==> config.mk <==
export PLATFORM = sky130hd
export DESIGN_NAME = pcm_gain_rms_meter_unit
export DESIGN_NICKNAME = d
export VERILOG_FILES = /design/src/rtl/pgrm_pkg.sv /design/src/rtl/pgrm_datapath.sv /design/src/rtl/pgrm_ctrl.sv /design/src/rtl/pcm_gain_rms_meter_unit.sv
export SDC_FILE = /design/constraint.sdc
export NUM_CORES = 2
export LEC_CHECK = 0
export BUFFER_PORTS_ARGS = -buffer_cell sky130_fd_sc_hd__buf_2
export CAP_MARGIN = 20
export CORE_MARGIN = 3
export CORE_UTILIZATION = 63
export CTS_BUF_LIST = sky130_fd_sc_hd__clkbuf_4 sky130_fd_sc_hd__clkbuf_8
export CTS_CLUSTER_SIZE = 20
export DETAILED_ROUTE_END_ITERATION = 8
export HOLD_SLACK_MARGIN = 0.15
export PLACE_DENSITY = 0.78
export SYNTH_ARGS = -nofsm -noshare
export SYNTH_HDL_FRONTEND = slang
export SYNTH_SLANG_ARGS = --single-unit
==> constraint.sdc <==
create_clock -name clk -period 18.2 [get_ports clk]
set_input_delay 1.82 -clock clk [delete_from_list [all_inputs] [get_ports clk]]
set_output_delay 1.82 -clock clk [all_outputs]
set_load 0.03 [all_outputs]
==> src/rtl/pgrm_pkg.sv <==
// ----------------------------------------------------------------------------
// pgrm_pkg
// Shared constants and controller/datapath interface types for the gain and
// rms meter block.
// ----------------------------------------------------------------------------
`default_nettype none

package pgrm_pkg;

    localparam int MAX_CHUNK_SAMPLES = 1024;

    localparam int SAMPLE_W = 16;
    localparam int GAIN_W   = 16;
    localparam int PROD_W   = SAMPLE_W + GAIN_W + 1;
    localparam int SQ_W     = 32;
    localparam int COUNT_W  = $clog2(MAX_CHUNK_SAMPLES + 1);
    // squares are at most 2^30 and fewer than 2^COUNT_W of them are summed
    localparam int SUM_W    = 30 + COUNT_W;
    localparam int ITER_W   = $clog2(SUM_W);
    localparam int SQRT_STEPS = SQ_W / 2;

    localparam int SAMPLE_MAX = 32767;
    localparam int SAMPLE_MIN = -32768;
    localparam int GAIN_RESET = 384;
    localparam int Q_SHIFT    = 8;

    localparam int PADDR_W = 3;
    localparam int PDATA_W = 32;
    localparam int REG_IDX_W = PADDR_W - 2;
    localparam logic [REG_IDX_W-1:0] REG_GAIN_Q8 = REG_IDX_W'(0);

    typedef struct packed {
        logic load;
        logic mul;
        logic scale;
        logic square;
        logic acc;
        logic div_step;
        logic sqrt_init;
        logic sqrt_step;
        logic hold;
        logic out_load;
    } pgrm_cmd_t;

    typedef struct packed {
        logic close_now;
    } pgrm_status_t;

endpackage

`default_nettype wire

==> src/rtl/pgrm_datapath.sv <==
// ----------------------------------------------------------------------------
// pgrm_datapath
// Gain multiply, scaling and saturation, square accumulation, serial divide
// and serial square root, output word register.
// ----------------------------------------------------------------------------
`default_nettype none

module pgrm_datapath
    import pgrm_pkg::*;
(
    input  wire logic                        clk,
    input  wire logic                        rst_n,
    input  wire pgrm_cmd_t                   cmd,
    output pgrm_status_t                     status,
    input  wire logic [GAIN_W-1:0]           gain,
    input  wire logic signed [SAMPLE_W-1:0]  sample_in,
    input  wire logic                        chunk_last,
    output logic signed [SAMPLE_W-1:0]       sample_out,
    output logic [SAMPLE_W-1:0]              rms_level,
    output logic                             rms_new
);

    localparam logic signed [PROD_W-1:0] SAT_HI = PROD_W'(SAMPLE_MAX);
    localparam logic signed [PROD_W-1:0] SAT_LO = PROD_W'(SAMPLE_MIN);
    localparam logic signed [PROD_W-1:0] ROUND_ADJ = PROD_W'((1 << Q_SHIFT) - 1);

    logic signed [SAMPLE_W-1:0] sample_reg;
    logic                       last_reg;
    logic signed [PROD_W-1:0]   prod_reg;
    logic signed [SAMPLE_W-1:0] val_reg;
    logic [SQ_W-1:0]            sq_reg;
    logic [SUM_W-1:0]           sum_reg;
    logic [COUNT_W-1:0]         cnt_reg;
    logic                       close_reg;
    logic [SUM_W-1:0]           quo_reg;
    logic [COUNT_W-1:0]         rem_reg;
    logic [COUNT_W-1:0]         dvsr_reg;
    logic [SQ_W-1:0]            sq_rem_reg;
    logic [SQ_W-1:0]            root_reg;
    logic [SQ_W-1:0]            bit_reg;
    logic [SAMPLE_W-1:0]        held_reg;
    logic signed [SAMPLE_W-1:0] sample_out_reg;
    logic [SAMPLE_W-1:0]        rms_level_reg;
    logic                       rms_new_reg;

    logic signed [GAIN_W:0]     gain_s;
    logic signed [PROD_W-1:0]   prod_full;
    logic signed [PROD_W-1:0]   prod_adj;
    logic signed [PROD_W-1:0]   scaled;
    logic signed [SAMPLE_W-1:0] val_next;
    logic signed [SQ_W-1:0]     sq_full;
    logic [SUM_W-1:0]           sum_new;
    logic [COUNT_W-1:0]         cnt_new;
    logic [COUNT_W:0]           div_shifted;
    logic [COUNT_W:0]           div_diff;
    logic [SQ_W-1:0]            sqrt_trial;
    logic                       sqrt_ge;

    assign gain_s    = {1'b0, gain};
    assign prod_full = sample_reg * gain_s;

    // truncate toward zero: bias negative products before the arithmetic shift
    assign prod_adj = prod_reg + (prod_reg[PROD_W-1] ? ROUND_ADJ : '0);
    assign scaled   = prod_adj >>> Q_SHIFT;

    always_comb
    begin
        if (scaled > SAT_HI)
        begin
            val_next = SAMPLE_W'(SAMPLE_MAX);
        end
        else if (scaled < SAT_LO)
        begin
            val_next = SAMPLE_W'(SAMPLE_MIN);
        end
        else
        begin
            val_next = scaled[SAMPLE_W-1:0];
        end
    end

    assign sq_full = val_reg * val_reg;
    assign sum_new = sum_reg + SUM_W'(sq_reg);
    assign cnt_new = cnt_reg + COUNT_W'(1);

    assign status.close_now = last_reg || (cnt_new == COUNT_W'(MAX_CHUNK_SAMPLES));

    // restoring divide, one quotient bit per step
    assign div_shifted = {rem_reg, quo_reg[SUM_W-1]};
    assign div_diff    = div_shifted - {1'b0, dvsr_reg};

    // bit-by-bit square root
    assign sqrt_trial = root_reg + bit_reg;
    assign sqrt_ge    = sq_rem_reg >= sqrt_trial;

    // chunk state
    always_ff @(posedge clk or negedge rst_n)
    begin
        if (!rst_n)
        begin
            sum_reg  <= '0;
            cnt_reg  <= '0;
            held_reg <= '0;
        end
        else
        begin
            if (cmd.acc)
            begin
                if (status.close_now)
                begin
                    sum_reg <= '0;
                    cnt_reg <= '0;
                end
                else
                begin
                    sum_reg <= sum_new;
                    cnt_reg <= cnt_new;
                end
            end
            if (cmd.hold)
            begin
                held_reg <= root_reg[SAMPLE_W-1:0];
            end
        end
    end

    // working registers
    always_ff @(posedge clk)
    begin
        if (cmd.load)
        begin
            sample_reg <= sample_in;
            last_reg   <= chunk_last;
        end
        if (cmd.mul)
        begin
            prod_reg <= prod_full;
        end
        if (cmd.scale)
        begin
            val_reg <= val_next;
        end
        if (cmd.square)
        begin
            sq_reg <= sq_full;
        end
        if (cmd.acc)
        begin
            close_reg <= status.close_now;
            quo_reg   <= sum_new;
            rem_reg   <= '0;
            dvsr_reg  <= cnt_new;
        end
        if (cmd.div_step)
        begin
            if (!div_diff[COUNT_W])
            begin
                rem_reg <= div_diff[COUNT_W-1:0];
                quo_reg <= {quo_reg[SUM_W-2:0], 1'b1};
            end
            else
            begin
                rem_reg <= div_shifted[COUNT_W-1:0];
                quo_reg <= {quo_reg[SUM_W-2:0], 1'b0};
            end
        end
        if (cmd.sqrt_init)
        begin
            sq_rem_reg <= quo_reg[SQ_W-1:0];
            root_reg   <= '0;
            bit_reg    <= SQ_W'(1) << (SQ_W - 2);
        end
        if (cmd.sqrt_step)
        begin
            if (sqrt_ge)
            begin
                sq_rem_reg <= sq_rem_reg - sqrt_trial;
                root_reg   <= (root_reg >> 1) + bit_reg;
            end
            else
            begin
                root_reg <= root_reg >> 1;
            end
            bit_reg <= bit_reg >> 2;
        end
        if (cmd.out_load)
        begin
            sample_out_reg <= val_reg;
            rms_level_reg  <= held_reg;
            rms_new_reg    <= close_reg;
        end
    end

    assign sample_out = sample_out_reg;
    assign rms_level  = rms_level_reg;
    assign rms_new    = rms_new_reg;

endmodule

`default_nettype wire

==> src/rtl/pgrm_ctrl.sv <==
// ----------------------------------------------------------------------------
// pgrm_ctrl
// Sequencer for one sample: multiply, scale, square, accumulate, and on a
// chunk close the serial divide and square root; owns the output valid.
// ----------------------------------------------------------------------------
`default_nettype none

module pgrm_ctrl
    import pgrm_pkg::*;
(
    input  wire logic         clk,
    input  wire logic         rst_n,
    input  wire logic         in_valid,
    output logic              in_ready,
    output logic              out_valid,
    input  wire logic         out_ready,
    input  wire pgrm_status_t status,
    output pgrm_cmd_t         cmd
);

    typedef enum logic [3:0] {
        S_IDLE,
        S_MUL,
        S_SCALE,
        S_SQUARE,
        S_ACC,
        S_DIV,
        S_SQRT_INIT,
        S_SQRT,
        S_HOLD,
        S_OUT
    } state_t;

    state_t            state_reg;
    state_t            state_next;
    logic [ITER_W-1:0] iter_reg;
    logic [ITER_W-1:0] iter_next;
    logic              out_valid_reg;
    logic              out_valid_next;
    logic              out_free;
    logic              in_fire;

    assign in_ready = (state_reg == S_IDLE);
    assign in_fire  = in_valid && in_ready;
    assign out_free = !out_valid_reg || out_ready;

    always_comb
    begin
        cmd            = '0;
        state_next     = state_reg;
        iter_next      = iter_reg;
        out_valid_next = out_valid_reg && !out_ready;
        case (state_reg)
            S_IDLE:
            begin
                if (in_valid)
                begin
                    cmd.load   = 1'b1;
                    state_next = S_MUL;
                end
            end
            S_MUL:
            begin
                cmd.mul    = 1'b1;
                state_next = S_SCALE;
            end
            S_SCALE:
            begin
                cmd.scale  = 1'b1;
                state_next = S_SQUARE;
            end
            S_SQUARE:
            begin
                cmd.square = 1'b1;
                state_next = S_ACC;
            end
            S_ACC:
            begin
                cmd.acc = 1'b1;
                if (status.close_now)
                begin
                    iter_next  = ITER_W'(SUM_W - 1);
                    state_next = S_DIV;
                end
                else
                begin
                    state_next = S_OUT;
                end
            end
            S_DIV:
            begin
                cmd.div_step = 1'b1;
                iter_next    = iter_reg - ITER_W'(1);
                if (iter_reg == '0)
                begin
                    state_next = S_SQRT_INIT;
                end
            end
            S_SQRT_INIT:
            begin
                cmd.sqrt_init = 1'b1;
                iter_next     = ITER_W'(SQRT_STEPS - 1);
                state_next    = S_SQRT;
            end
            S_SQRT:
            begin
                cmd.sqrt_step = 1'b1;
                iter_next     = iter_reg - ITER_W'(1);
                if (iter_reg == '0)
                begin
                    state_next = S_HOLD;
                end
            end
            S_HOLD:
            begin
                cmd.hold   = 1'b1;
                state_next = S_OUT;
            end
            S_OUT:
            begin
                if (out_free)
                begin
                    cmd.out_load   = 1'b1;
                    out_valid_next = 1'b1;
                    state_next     = S_IDLE;
                end
            end
            default:
            begin
                state_next = S_IDLE;
            end
        endcase
    end

    always_ff @(posedge clk or negedge rst_n)
    begin
        if (!rst_n)
        begin
            state_reg     <= S_IDLE;
            iter_reg      <= '0;
            out_valid_reg <= 1'b0;
        end
        else
        begin
            state_reg     <= state_next;
            iter_reg      <= iter_next;
            out_valid_reg <= out_valid_next;
        end
    end

    assign out_valid = out_valid_reg;

    a_accept_starts: assert property (@(posedge clk) disable iff (!rst_n)
        in_fire |=> (state_reg == S_MUL))
        else $error("accepted word did not start the multiply");

    a_div_bound: assert property (@(posedge clk) disable iff (!rst_n)
        (state_reg == S_DIV) |-> (iter_reg <= ITER_W'(SUM_W - 1)))
        else $error("divide step counter out of range");

    a_sqrt_done: assert property (@(posedge clk) disable iff (!rst_n)
        (state_reg == S_SQRT) && (iter_reg == '0) |=> (state_reg == S_HOLD))
        else $error("square root did not finish after its last step");

    a_out_load_valid: assert property (@(posedge clk) disable iff (!rst_n)
        cmd.out_load |=> out_valid_reg)
        else $error("result loaded without raising out_valid");

endmodule

`default_nettype wire

==> src/rtl/pcm_gain_rms_meter_unit.sv <==
// ----------------------------------------------------------------------------
// pcm_gain_rms_meter_unit
// Q8 digital gain with saturation and a per-chunk integer rms meter.
// ----------------------------------------------------------------------------
// input channel (in_valid/in_ready): one word is a signed 16-bit sample plus
//   chunk_last marking the final sample of a measurement chunk
// output channel (out_valid/out_ready): one word per input word with the
//   gained sample, the held rms level and rms_new on a chunk close
// apb port: gain_q8 at byte address 0 (q8, 256 is unity, reset 384)
// sequence: an ordinary sample passes the multiply, scale, square and
//   accumulate states before raising out_valid; a closing sample (chunk_last,
//   or the chunk reaching 1024 samples) adds a 41-step restoring divide and a
//   16-step square root; one word is in flight, and in_ready is high only
//   while the sequencer is idle
// stalls: the result sits in an output register, so the next word is still
//   accepted while the receiver stalls and then waits before its own output
// reset: clears the square sum, count and held level, gain returns to 384
// ----------------------------------------------------------------------------
`default_nettype none

module pcm_gain_rms_meter_unit
    import pgrm_pkg::*;
(
    input  wire logic                       clk,
    input  wire logic                       rst_n,
    // sample input
    input  wire logic                       in_valid,
    output logic                            in_ready,
    input  wire logic signed [SAMPLE_W-1:0] sample_in,
    input  wire logic                       chunk_last,
    // result output
    output logic                            out_valid,
    input  wire logic                       out_ready,
    output logic signed [SAMPLE_W-1:0]      sample_out,
    output logic [SAMPLE_W-1:0]             rms_level,
    output logic                            rms_new,
    // configuration
    input  wire logic                       psel,
    input  wire logic                       penable,
    input  wire logic                       pwrite,
    input  wire logic [PADDR_W-1:0]         paddr,
    input  wire logic [PDATA_W-1:0]         pwdata,
    output logic [PDATA_W-1:0]              prdata,
    output logic                            pready
);

    pgrm_cmd_t           cmd;
    pgrm_status_t        status;
    logic [GAIN_W-1:0]   gain_q8_reg;
    logic [GAIN_W-1:0]   gain_q8_next;
    logic [REG_IDX_W-1:0] reg_idx;
    logic                cfg_write;

    // register file: word-aligned, low address bits ignored
    assign reg_idx   = paddr[PADDR_W-1:2];
    assign pready    = 1'b1;
    assign cfg_write = psel && penable && pwrite && pready;

    always_comb
    begin
        gain_q8_next = gain_q8_reg;
        if (cfg_write && (reg_idx == REG_GAIN_Q8))
        begin
            gain_q8_next = pwdata[GAIN_W-1:0];
        end
    end

    always_ff @(posedge clk or negedge rst_n)
    begin
        if (!rst_n)
        begin
            gain_q8_reg <= GAIN_W'(GAIN_RESET);
        end
        else
        begin
            gain_q8_reg <= gain_q8_next;
        end
    end

    // unknown addresses read as zero
    always_comb
    begin
        prdata = '0;
        if (reg_idx == REG_GAIN_Q8)
        begin
            prdata = PDATA_W'(gain_q8_reg);
        end
    end

    // sequencer: walks each word through the datapath steps
    pgrm_ctrl u_ctrl (
        .clk       (clk),
        .rst_n     (rst_n),
        .in_valid  (in_valid),
        .in_ready  (in_ready),
        .out_valid (out_valid),
        .out_ready (out_ready),
        .status    (status),
        .cmd       (cmd)
    );

    // arithmetic and chunk state
    pgrm_datapath u_datapath (
        .clk        (clk),
        .rst_n      (rst_n),
        .cmd        (cmd),
        .status     (status),
        .gain       (gain_q8_reg),
        .sample_in  (sample_in),
        .chunk_last (chunk_last),
        .sample_out (sample_out),
        .rms_level  (rms_level),
        .rms_new    (rms_new)
    );

endmodule

`default_nettype wire

==> run_results.csv <==
group,metric,value,unit
clock_network,cts_sinks,369,
critical_path,path_class,"register to register",
detailed_routing,routed_wirelength,78.46,mm
cells_and_area,fin_area,40450,sq um
detailed_routing,num_vias,26860,
grt,grt.overflow.total,0,
place,post_dp_cell_area,38810,sq um
logic_synthesis,avgSynthCellArea,9.793,sq um
run,maxCapViolCount,0,
sta,finalHoldViolations,0,
grt,grt_pass1_wl,134.1,mm
critical_path,reg2reg_depth,21,
sta,clock_skew,56.61,ps
cells_and_area,fin_nets,4750,
run_status,outcome,"complete, no violations",
floorplanning,core_area,59130,sq um
clock_network,cts_tree,"built",
cells_and_area,fillCellCount,4579,
critical_path,rrSetupSlack,10730,ps
clock_network,cts_made_buffers,70,
critical_path,worstPathMaxFanout,16,
place,hpwl,59.66,mm
cells_and_area,fin_util,68.41,%
clock_network,clock_latency,690,ps
critical_path,crit_path_cell_trace,"inv_1, nor2_1, fa_1, fa_1, fa_1, fa_1, fa_1, inv_1, fa_1, inv_1, ha_1, nand2_1, or4_1, a2bb2oi_1, o21ai_1, nor4_1, or4b_1, a31o_1, a21boi_1, nor2_1, xnor2_1",
sta,setup_viol,0,
detailed_routing,drc_errors,0,
logic_synthesis,synth_area_leaders,"fa_1 (23%), edfxtp_1 (19%), ha_1 (11%), dfrtp_1 (6.2%), inv_1 (6.1%)",
sta,fin_crit,7473,ps
hold_path,hold_path.class,"register to register",
cells_and_area,drive_gt1_share,8.260,%
hold_path,whs_endpoint,"u_datapath.rms_new",
detailed_routing,first_pass_iters,5,
logic_synthesis,synth_top_area_share,22.80,%
cells_and_area,mostFrequentLayoutCell,"inv_1",
critical_path,cp-end-kind,"register",
floorplanning,dieArea,62920,sq um
cells_and_area,area_growth,7.110,%
logic_synthesis,ys.flop_type,"edfxtp_1",
grt,grt_max_degree,69,
clock_network,ctsResizeCount,0,
grt,antenna_found_initial,1,
logic_synthesis,netlist_area,37760,sq um
place,numPortBuffers,91,
logic_synthesis,ys_types,91,
logic_synthesis,async_flop_share,25.75,%
detailed_routing,dr.first_iter.drc_count,1727,
critical_path,critPathArrivalTime,7860,ps
critical_path,crit_top_cell,"fa_1",
sta,worst_pin_slew,1063,ps
grt,grt_util_all_layers,25.98,%
sta,fmax,0.1338,GHz
detailed_routing,wl_per_cell,16.49,microns
logic_synthesis,postSynthCellCount,3856,
clock_network,htree_levels,3,
logic_synthesis,yosys_register_bits,369,
critical_path,r2r-start,"u_datapath.val_reg[2]",
floorplanning,start_util,63.87,%
critical_path,critical-path-top-delay-family,"adder cells",
critical_path,cp_num_buf_inv,3,
place,gp_congestion,0.8712,
sta,drv_slew,0,
detailed_routing,vias_per_cell,5.647,
clock_network,path_clk_slew,60,ps
logic_synthesis,synth-edff-count,241,
critical_path,cpPeakStageDelay,790,ps
floorplanning,num_io_pins,127,
detailed_routing,drtAntennaViolNets,0,
critical_path,crit_required,18580,ps
critical_path,crit_slowest_cell,"edfxtp_1",
floorplanning,die_height,250.8,microns
hold_path,worstHoldStart,"u_datapath.close_reg",
critical_path,rr_endpoint,"u_datapath.sq_reg[31]",
critical_path,cp-start-kind,"register",
hold_path,holdPathStages,0,
sta,timing.setup.tns,0,ps
clock_network,post_cts_buffers,0,
floorplanning,rows,89,
clock_network,cts_root_buffer,"clkbuf_8",
logic_synthesis,yosysSeqAreaShare,27.21,%
sta,period_share,41.06,%
floorplanning,die_w,250.8,microns
logic_synthesis,yosys.area.top_type,"fa_1",
sta,relSlewSlack,29.03,%
grt,grt_pass1_vias,27780,
sta,rsz0062_at_grt,"no",
logic_synthesis,ys_warn_count,0,
clock_network,ctsHoldBuffers,0,
cells_and_area,final_cell_mix,"inv_1 (615), fa_1 (430), nand2_1 (386)",
clock_network,cts_buffer_depth,3,
==> synthesized netlist by cell type, types with 5 or more instances <==
| master | instances |
|---|---|
| nand3_1 | 42 |
| nor2b_1 | 46 |
| nand2_1 | 388 |
| edfxtp_1 | 241 |
| buf_6 | 6 |
| and4_1 | 6 |
| o21bai_1 | 22 |
| clkbuf_1 | 93 |
| xnor2_1 | 133 |
| or2_2 | 8 |
| or3_1 | 16 |
| a31oi_1 | 34 |
| and2_1 | 181 |
| a21o_1 | 53 |
| nor2_1 | 230 |
| nand4_1 | 21 |
| o211ai_1 | 11 |
| buf_4 | 17 |
| xor2_1 | 93 |
| mux2i_1 | 43 |
| dfrtp_1 | 93 |
| mux2_2 | 35 |
| o31ai_1 | 25 |
| o21ai_0 | 169 |
| a31o_2 | 9 |
| dfxtp_1 | 33 |
| fa_1 | 430 |
| a211oi_1 | 38 |
| nor3_1 | 36 |
| buf_2 | 13 |
| and3_1 | 20 |
| nand2b_1 | 35 |
| ha_1 | 335 |
| o21a_1 | 17 |
| a21oi_1 | 141 |
| nor4_1 | 5 |
| o21ai_1 | 23 |
| inv_1 | 615 |
==> cell type report <==
| type | count | area [sq um] | area share, % |
|---|---|---|---|
| antenna | 1 | 2.502 | 0.006187 |
| clock buffer | 98 | 1205 | 2.979 |
| clock inverter | 31 | 325.3 | 0.8043 |
| inverter | 617 | 2316 | 5.726 |
| multi-input combinational | 2753 | 24650 | 60.93 |
| sequential | 369 | 10280 | 25.41 |
| tap | 773 | 967.2 | 2.391 |
| timing repair buffer | 115 | 708.2 | 1.751 |
==> how the worst max path moves through the flow <==
stage / start / endpoint / slack [ps] / cells after the start
3_5_place_dp: u_datapath.val_reg[2] / u_datapath.sq_reg[31] / 10770 / 21
2_1_floorplan: u_datapath.val_reg[5] / u_datapath.sq_reg[31] / 11820 / 23
5_1_grt: u_datapath.val_reg[2] / u_datapath.sq_reg[31] / 10390 / 21
4_1_cts: u_datapath.val_reg[2] / u_datapath.sq_reg[31] / 10760 / 21
6_report: u_datapath.val_reg[2] / u_datapath.sq_reg[31] / 10730 / 21
3_3_place_gp: u_datapath.val_reg[2] / u_datapath.sq_reg[31] / 10860 / 21
==> kinds of logic (layout without fill, tap and decap cells) <==
kind of cell,Yosys count,after routing,synth area share [%]
simple gates,1051,1051,13.18
fa+ha+maj,765,765,33.89
buf+inv,749,861,7.776
compound gates,616,616,10.49
flops,369,369,27.21
xor+xnor,226,226,5.242
mux,78,78,2.183
other cells,2,18,0.01989
==> per-stage QoR <==
step / setup WS (ps) / hold WS, ps / instances
floorplan: 11820 / 400.3 / 3871
global placement: 10860 / 401.8 / 4622
detailed placement: 10770 / 407.1 / 4622
CTS: 10760 / 370.8 / 4751
global route: 10390 / 389.0 / 4757
finish: 10730 / 378.3 / 4757
==> worst reg2reg max path: cells and delay by family (launching register included) <==
family                     cells  cell delay, ps
adders and majority gates      7            3500
xor gates and xnor gates       1             140
AOI/OAI and AO/OA              4             630
and+or+nand+nor                6            1660
DFF                            1             790
buffers and inverters          3             500
==> routing by layer <==
| layer | vias to the layer above | track usage [%] | share of wire [%] |
|---|---|---|---|
| met2 | 718 | 43.06 | 47 |
| met5 | - | 0 | 0 |
| met4 | 0 | 7.501 | 2.7 |
| li1 | 12800 | - | - |
| met3 | 157 | 4.800 | 6.2 |
| met1 | 13190 | 35.34 | 44 |
Power is not shown: default switching activity piles up to over one toggle a cycle in this logic, so the estimate is an artifact.
